--- config.mk ---
export PLATFORM = sky130hd
export DESIGN_NAME = clpc_blend
export DESIGN_NICKNAME = d
export VERILOG_FILES = /design/src/rtl/clpc_pkg.sv /design/src/rtl/clpc_blend.sv
export SDC_FILE = /design/constraint.sdc
export NUM_CORES = 1
export LEC_CHECK = 0
export ABC_CLOCK_PERIOD_IN_PS = 14450
export BUFFER_PORTS_ARGS = -buffer_cell sky130_fd_sc_hd__buf_2
export CAP_MARGIN = 30
export CELL_PAD_IN_SITES_DETAIL_PLACEMENT = 1
export CELL_PAD_IN_SITES_GLOBAL_PLACEMENT = 2
export CORE_UTILIZATION = 44
export CTS_BUF_LIST = sky130_fd_sc_hd__clkbuf_8 sky130_fd_sc_hd__clkbuf_16
export DETAILED_ROUTE_END_ITERATION = 8
export HOLD_SLACK_MARGIN = 0.1
export PLACE_DENSITY_LB_ADDON = 0.1
export SLEW_MARGIN = 30
export SYNTH_ARGS = -nofsm -noshare
export SYNTH_HDL_FRONTEND = slang
export SYNTH_SLANG_ARGS = --single-unit
--- constraint.sdc ---
create_clock -name i_clk -period 14.45 [get_ports i_clk]
set_input_delay 2.89 -clock i_clk [delete_from_list [all_inputs] [get_ports i_clk]]
set_output_delay 2.89 -clock i_clk [all_outputs]
set_load 0.02 [all_outputs]
--- src/rtl/clpc_pkg.sv ---
// Shared types, codes and constants for the card layer pixel compositor.
package clpc_pkg;

    // Frame store geometry
    localparam int FRAME_PIXELS = 1048576;
    localparam int ADDR_W       = $clog2(FRAME_PIXELS);

    // Operation codes; any other code reads the pixel
    localparam logic [1:0] OP_WRITE     = 2'd0;
    localparam logic [1:0] OP_COMPOSITE = 2'd1;
    localparam logic [1:0] OP_READ      = 2'd2;

    // Layer codes
    localparam logic [1:0] LAYER_COLOR   = 2'd0;
    localparam logic [1:0] LAYER_BLACK   = 2'd1;
    localparam logic [1:0] LAYER_INHIBIT = 2'd2;
    localparam logic [1:0] LAYER_UV      = 2'd3;

    // Configuration register indexes
    localparam logic CFG_TRANSPARENT = 1'b0;
    localparam logic CFG_UV_NO_INK   = 1'b1;

    // Arithmetic constants
    localparam logic [9:0]  DARK_SUM   = 10'd384;      // 3 * 128
    localparam logic [7:0]  BLACK_MIN_A = 8'h80;       // source alpha must exceed this
    localparam logic [7:0]  UV_ALPHA_CAP = 8'h80;
    localparam logic [7:0]  UV_TINT    = 8'h99;
    localparam logic [7:0]  FULL       = 8'hFF;
    // ceil(2^32 / 2295): exact quotient for any square of a 10-bit sum
    localparam logic [20:0] SQ_RECIP   = 21'd1871446;
    // ceil(2^24 / 255): exact quotient for products up to 255 * 153
    localparam logic [16:0] UV_RECIP   = 17'd65794;

    typedef struct packed {
        logic [1:0]  op;
        logic [1:0]  layer;
        logic [19:0] pixel_index;
        logic [7:0]  red;
        logic [7:0]  green;
        logic [7:0]  blue;
        logic [7:0]  alpha;
    } t_in_item;

    typedef struct packed {
        logic [7:0] out_red;
        logic [7:0] out_green;
        logic [7:0] out_blue;
        logic [7:0] out_alpha;
    } t_out_item;

    // Stored pixel word: alpha in 31:24, blue 23:16, green 15:8, red 7:0
    typedef struct packed {
        logic [7:0] alpha;
        logic [7:0] blue;
        logic [7:0] green;
        logic [7:0] red;
    } t_pixel;

    typedef struct packed {
        logic transparent_preview;
        logic uv_without_ink;
    } t_cfg;

endpackage

--- src/rtl/clpc_blend.sv ---
// Layer blend datapath: squares and tint products, then reciprocal divide and merge.
module clpc_blend
    import clpc_pkg::*;
(
    input  logic     i_clk,
    input  logic     i_en,
    input  t_in_item i_item,
    input  t_pixel   i_px,
    input  t_cfg     i_cfg,
    output t_pixel   o_px
);

    logic [9:0]  sum;
    logic [19:0] n_sq;
    logic [15:0] n_g153;
    logic [15:0] n_b153;
    logic [19:0] r_sq;
    logic [15:0] r_g153;
    logic [15:0] r_b153;
    logic [40:0] sq_prod;
    logic [32:0] g_prod;
    logic [32:0] b_prod;
    logic [7:0]  quot;
    logic [7:0]  fade;
    logic [7:0]  uv_g;
    logic [7:0]  uv_b;
    logic        dark;
    t_pixel      px;

    // Stage one: brightness square and inverted tint products
    assign sum    = 10'(i_item.red) + 10'(i_item.green) + 10'(i_item.blue);
    assign n_sq   = 20'(sum) * 20'(sum);
    assign n_g153 = 16'(FULL - i_item.green) * 16'(UV_TINT);
    assign n_b153 = 16'(FULL - i_item.blue) * 16'(UV_TINT);

    always_ff @(posedge i_clk) begin
        if (i_en) begin
            r_sq   <= n_sq;
            r_g153 <= n_g153;
            r_b153 <= n_b153;
        end
    end

    // Stage two: divide by reciprocal multiply, then apply the layer rule
    assign sq_prod = 41'(r_sq) * 41'(SQ_RECIP);
    assign g_prod  = 33'(r_g153) * 33'(UV_RECIP);
    assign b_prod  = 33'(r_b153) * 33'(UV_RECIP);
    assign quot    = sq_prod[39:32];
    assign fade    = FULL - quot;
    assign uv_g    = g_prod[31:24];
    assign uv_b    = b_prod[31:24];
    assign dark    = (sum < DARK_SUM);

    always_comb begin
        px = i_px;
        unique case (i_item.layer)
            LAYER_COLOR: begin
                px.red   = i_item.red;
                px.green = i_item.green;
                px.blue  = i_item.blue;
                if (i_cfg.transparent_preview && (fade < i_px.alpha)) begin
                    px.alpha = fade;
                end
            end
            LAYER_BLACK: begin
                if (dark && (i_item.alpha > BLACK_MIN_A)) begin
                    px = '{alpha: FULL, blue: 8'h00, green: 8'h00, red: 8'h00};
                end
            end
            LAYER_INHIBIT: begin
                if (dark) begin
                    px.alpha = 8'h00;
                end
            end
            LAYER_UV: begin
                if (i_cfg.uv_without_ink) begin
                    px.red   = FULL - i_item.red;
                    px.green = uv_g;
                    px.blue  = uv_b;
                    if (i_px.alpha > UV_ALPHA_CAP) begin
                        px.alpha = UV_ALPHA_CAP;
                    end
                end else if (dark) begin
                    px.red   = FULL;
                    px.green = UV_TINT;
                    px.blue  = UV_TINT;
                end
            end
            default: px = i_px;
        endcase
    end

    assign o_px = px;

endmodule

# Yosys cells after proc, flatten, opt, wreduce, memory -nomap -nowiden
# Index checks and enable logic that the tools add are counted.
# op_classes
n_mux	9
n_lt_le_gt_ge	4
n_eq_ne	3
addsub	6
mul	6
reduce_logical	3
# op_table
op	n
one-hot mux 24 bit (3 select lines)	1
multiplier 16 x 16 -> 31 bit, second input constant	2
two-way mux 24 bit	2
multiplier 20 x 20 -> 39 bit, second input constant	1
multiplier 9 x 9 -> 16 bit, second input constant	2
two-way mux 32 bit	1
two-way mux 8 bit	4
one-hot mux 8 bit (4 select lines)	1
multiplier 10 x 10 -> 20 bit	1
subtractor 8 x 8 -> 9 bit, first input constant	2
> comparator 8 bit, second input constant	2
subtractor 8 bit, first input constant	2
adder 9 x 8 -> 10 bit	1
less-than comparator 10 x 9 -> 1 bit, second input constant	1
adder 8 x 8 -> 9 bit	1
less-than comparator 8 bit	1
== test 2 bit, second input constant	2
== test 2 x 1 -> 1 bit, second input constant	1
logical AND 1 bit	2
zero test 2 bit	1
# word_totals
wordCells	34
ff_bits	52
in_bits	92

# Depth between registers and ports, before layout
# Gate-level depths: netlist of run 1.
# logic_depth
ltp_word	6
depth_mapped	30
depth_no_buf	30

# Worst setup path after synthesis of run 1
# Ideal clock, no wire load.
# synth_timing
kind	register -> output
start	reg r_sq[8]
end	out o_px[30] (netlist name)
path_stages_with_launch	28
arrival_time_ns	8.261
path_buffers	0
t_required_ns	11.560
slack_ns	3.299
cell_sequence	edfxtp_1 -> inv_1 -> fa_1 -> fa_1 -> inv_1 -> ha_1 -> fa_1 -> fa_1 -> fa_1 -> inv_1 -> fa_1 -> inv_1 -> ha_1 -> a21o_1 -> a211o_1 -> a211o_1 -> and2_1 -> a41oi_1 -> mux2_2 -> a2111oi_2 -> ha_1 -> nand3_1 -> o221ai_1 -> or2_2 -> o21bai_1 -> a311oi_2 -> o21ai_1 -> a221oi_1
# synth_lines
element	line_no	text
start: declaration	clpc_blend.sv:17	logic [19:0] r_sq;
start signal: assignment	clpc_blend.sv:38	r_sq <= n_sq;
end: declaration	clpc_blend.sv:10	output t_pixel o_px

==> impl_metrics.ini, run 1 <==
[drt]
drc = 0
viasPerCell = 5.44
vias = 11800
wl_per_cell_um = 19.0
drt_iter0_markers = 364
routed_wl_mm = 41.3
first_pass_iters = 4
postRouteAntennaNets = 0

[timing]
min_period_ns = 12.36
slew_headroom = 0.319
setup_viol = 0
holdWs_ns = 3.04
setup_tns_ns = 0
hold_violations = 0
rsz0062_at_grt = false
final_max_slew_viol_count = 0
tightestPinTransition_ns = 1.02
max_freq_mhz = 80.9
period_share = 0.855

[yosys]
synth.mux.area_fraction = 0.000724
ys_types = 84
netlist_area_um2 = 15500
ys_warn_count = 0
synth_fa_ha_area_frac = 0.562
yosysSeqAreaShare = 0.0985
synth_edf_count = 51
synth_seq_cells = 51
syn_inst = 1625
synth_top_family_by_area = adder cells
syn_avg_cell_area_um2 = 9.57
synth-xor-area-share = 0.0332
synth_compound_area_frac = 0.134
synthSimpleGateAreaFrac = 0.0835
ys.flop_type = edfxtp_1
synthArstFlopShare = 0

[setup_path]
arrival_ns = 9.47
cp_slowest_cell = fa_1
path_buf_inv = 5
worstPathRequired_ns = 11.56
endpoint_kind = output pin
startpoint_type = flop
crit_fanout = 5
cpMostUsedCell = fa_1
crit_family = adder cells
crit_type = reg2out
cp_slowest_stage_delay_ns = 0.56

[layout]
final_nets = 2407
final_util = 0.483
drive_above_1_share = 0.0819
areaGrowthSynthToFinish_pct = 7.54
antenna_cells = 0
fin_cells = 2177

[cts]
post_cts_resized = 0
cts.sinks = 51
cts_buffers = 5
h-tree-depth = 2
ctsHoldBuffers = 0
clk_path_buf_depth = 2
tritoncts = done
clk_pin_slew_worst_paths_ns = 0.07
cts_root_buf = clkbuf_16
cts_setup_buffers = 0

[placement]
place_hpwl_mm = 36.4
routabilityCongestion = 0.876
dp.cells = 2169
io_buffers = 101

[min_path]
hold_path_class = in2reg

[flow_run]
maxCapViolCount = 0

[floorplanning]
fp.dieH_um = 190
dieArea_um2 = 36100
fp.coreArea_um2 = 34600
die_x_um = 190
io_pins = 124
start_util = 0.449
rows = 68

[global_routing]
grt.overflow.total = 0
grt_pass1_wl_mm = 67.1
antenna_found_initial = 0
grt_usage = 0.239
grt_pass1_vias = 12800
grt_max_degree = 52

[status]
outcome = completed
worst paths after layout:
kind | startpoint | to | slack [ns] | cells past startpoint
worst max-delay path | r_sq[8] | o_px[30] | 2.09 | 28
worst min-delay path | i_item[16] | r_g153[0] | 3.04 | 2
routing by layer:
layer,track usage,share of wire
met3,0.0179,0.024
met2,0.408,0.47
met4,0.0422,0.011
met5,0,0
met1,0.332,0.49
placed cells by master, fill, tap and decap left out, drive strengths merged, types with 27 or more instances in the layout:
master / n
buf: 104
fa: 174
ha: 420
a211oi: 27
nand2: 69
xnor2: 44
inv: 344
nor2: 62
a21oi: 68
o21ai: 53
edfxtp: 51
Yosys cell counts (18+ instances only):
master | n | area (um2)
ha_1 | 420 | 5260
inv_1 | 342 | 1280
fa_1 | 174 | 3480
nand2_1 | 69 | 259
a21oi_1 | 67 | 335
nor2_1 | 62 | 233
edfxtp_1 | 51 | 1530
o21ai_0 | 51 | 255
xnor2_1 | 44 | 385
a211oi_1 | 27 | 203
nor3_1 | 26 | 130
nand3_1 | 20 | 100
a21o_1 | 18 | 135
stage by stage:
stage          setup slack (ns)  area (um2)
2_1_floorplan              3.30       15600
3_3_place_gp               2.49       16600
3_5_place_dp               2.37       16600
4_1_cts                    2.00       16700
5_1_grt                    1.54       16700
6_report                   2.09       16700
kinds of logic (layout without fill, tap and decap cells):
group,after synthesis,count (layout)
fa+ha+maj,594,594
buf+inv,360,455
compound gates,296,296
simple gates,262,262
xor+xnor,59,59
flops,51,51
other cells,2,4
mux,1,1
state kept, by name, summed over array words and instances, names as in the netlist:
name,count
r_sq,19
r_g153,16
r_b153,16
final cells by class:
class | count | area, um2
well taps | 455 | 569
flip-flops and latches | 51 | 1530
fillers | 4013 | 17900
inverters | 343 | 1290
multi-input cells | 1216 | 12700
clock inverters | 3 | 20.0
clock buffers | 5 | 125
repair buffers | 104 | 528
Power of run 1 is not shown: default switching activity piles up to over one toggle a cycle in this logic, so the estimate is an artifact.
==> run 2, diff against run 1 <==
--- a/config.mk
+++ b/config.mk
@@ -14,7 +14,7 @@
 export CTS_BUF_LIST = sky130_fd_sc_hd__clkbuf_8 sky130_fd_sc_hd__clkbuf_16
 export DETAILED_ROUTE_END_ITERATION = 8
 export HOLD_SLACK_MARGIN = 0.1
-export PLACE_DENSITY_LB_ADDON = 0.1
+export PLACE_DENSITY_LB_ADDON = 0.05
 export SLEW_MARGIN = 30
 export SYNTH_ARGS = -nofsm -noshare
 export SYNTH_HDL_FRONTEND = slang
==> run 2 against run 1 <==
  * Worst setup slack worse by 0.097 ns
  * Utilization up 0.10 points
  * Hold slack worse by 0.0065 ns
  * Critical path type unchanged
  * Critical endpoint unchanged
  * Largest cell class unchanged
==> impl_metrics.ini, run 2 (synthesized netlist as in run 1, its figures left out) <==
[min_path]
holdPathEnd = r_g153[1]
min_path_cells = 2
hold_path_class = in2reg
worstHoldStart = i_item[17]

[setup_path]
crit_family = adder cells
crit_fanout = 5
endpoint_kind = output pin
cpMostUsedCell = fa_1
cp_num_cells = 28
crit_type = reg2out
startpoint_type = flop
cp_slowest_stage_delay_ns = 0.58
arrival_ns = 9.56
cp_slowest_cell = fa_1
worstPathRequired_ns = 11.56
path_buf_inv = 5

[timing]
period_share = 0.862
setup_tns_ns = 0
tightestPinTransition_ns = 1.03
setup_viol = 0
hold_violations = 0
max_freq_mhz = 80.3
slew_headroom = 0.309
rsz0062_at_grt = false
final_max_slew_viol_count = 0
min_period_ns = 12.45

[cts]
clk_path_buf_depth = 2
tritoncts = done
cts.sinks = 51
cts_root_buf = clkbuf_16
h-tree-depth = 2
cts_setup_buffers = 0
ctsHoldBuffers = 0
post_cts_resized = 0
clk_pin_slew_worst_paths_ns = 0.07
cts_buffers = 5

[layout]
nFillCells = 4051
drive_above_1_share = 0.0824
layout_common_cells = ha_1, inv_1, fa_1
reg_top3 = r_sq (19), r_b153 (16), r_g153 (16)
max_flop_register = r_sq
design_area_um2 = 16800
areaGrowthSynthToFinish_pct = 7.77
fin_cells = 2179
final_common_cell = ha_1
final_nets = 2408
largest_reg_flops = 19

[drt]
vias = 11700
drc = 0
viasPerCell = 5.39
routed_wl_mm = 40.5
wl_per_cell_um = 18.6
first_pass_iters = 4
drt_iter0_markers = 308
postRouteAntennaNets = 0

[global_routing]
grt_pass1_wl_mm = 66.1
grt_max_degree = 52
grt_pass1_vias = 12800
antenna_found_initial = 1
grt_usage = 0.235
grt.overflow.total = 0

[status]
outcome = completed

[placement]
dp.cells = 2169
io_buffers = 101
placedInstanceArea_um2 = 16600
routabilityCongestion = 0.871
place_hpwl_mm = 36.1

[floorplanning]
io_pins = 124
rows = 68
die_x_um = 190
start_util = 0.449
dieArea_um2 = 36100
fp.coreArea_um2 = 34600
fp.dieH_um = 190

[flow_run]
maxCapViolCount = 0
-- run 2: cell types whose count changed in the layout (fill, tap and decap cells not counted) --
cell	delta
clkinvlp_4	-1
diode_2	+1
bufinv_16	+1
buf_6	+1
-- run 2: worst max path at each step --
stage / slack, ns / start / end
final: 2.00 / r_sq[8] / o_px[30]
after global routing: 1.49 / r_sq[8] / o_px[30]
after CTS: 1.91 / r_sq[8] / o_px[30]
after detailed placement: 2.26 / r_sq[8] / o_px[30]
after global placement: 2.32 / r_sq[8] / o_px[30]
after floorplan: 3.30 / r_sq[8] / o_px[30]
-- run 2: metrics by stage --
step                      utilization  hold WS [ns]  setup WS, ns
after global placement          0.479          3.34          2.32
final                           0.484          3.03          2.00
after detailed placement        0.479          3.34          2.26
after global routing            0.484          3.04          1.49
after CTS                       0.484          3.01          1.91
after floorplan                     -          3.00          3.30
-- run 2: final cells by class --
| class | count | area, um2 | area share |
|---|---|---|---|
| multi-input cells | 1216 | 12700 | 0.755 |
| flip-flops and latches | 51 | 1530 | 0.0914 |
| inverters | 343 | 1290 | 0.0768 |
| well taps | 455 | 569 | 0.0340 |
| repair buffers | 105 | 539 | 0.0322 |
| clock buffers | 5 | 125 | 0.00747 |
| clock inverters | 3 | 42.5 | 0.00254 |
| diodes | 1 | 2.50 | 0.000149 |
-- run 2: routing by layer --
layer  GRT usage  vias up  wire (um)
met4      0.0571        0        598
li1            -     5787          -
met2       0.391      135      18600
met5           0        -          0
met3      0.0190       31       1130
met1       0.330     5794      20100
Power of run 2 is left out for the same reason.
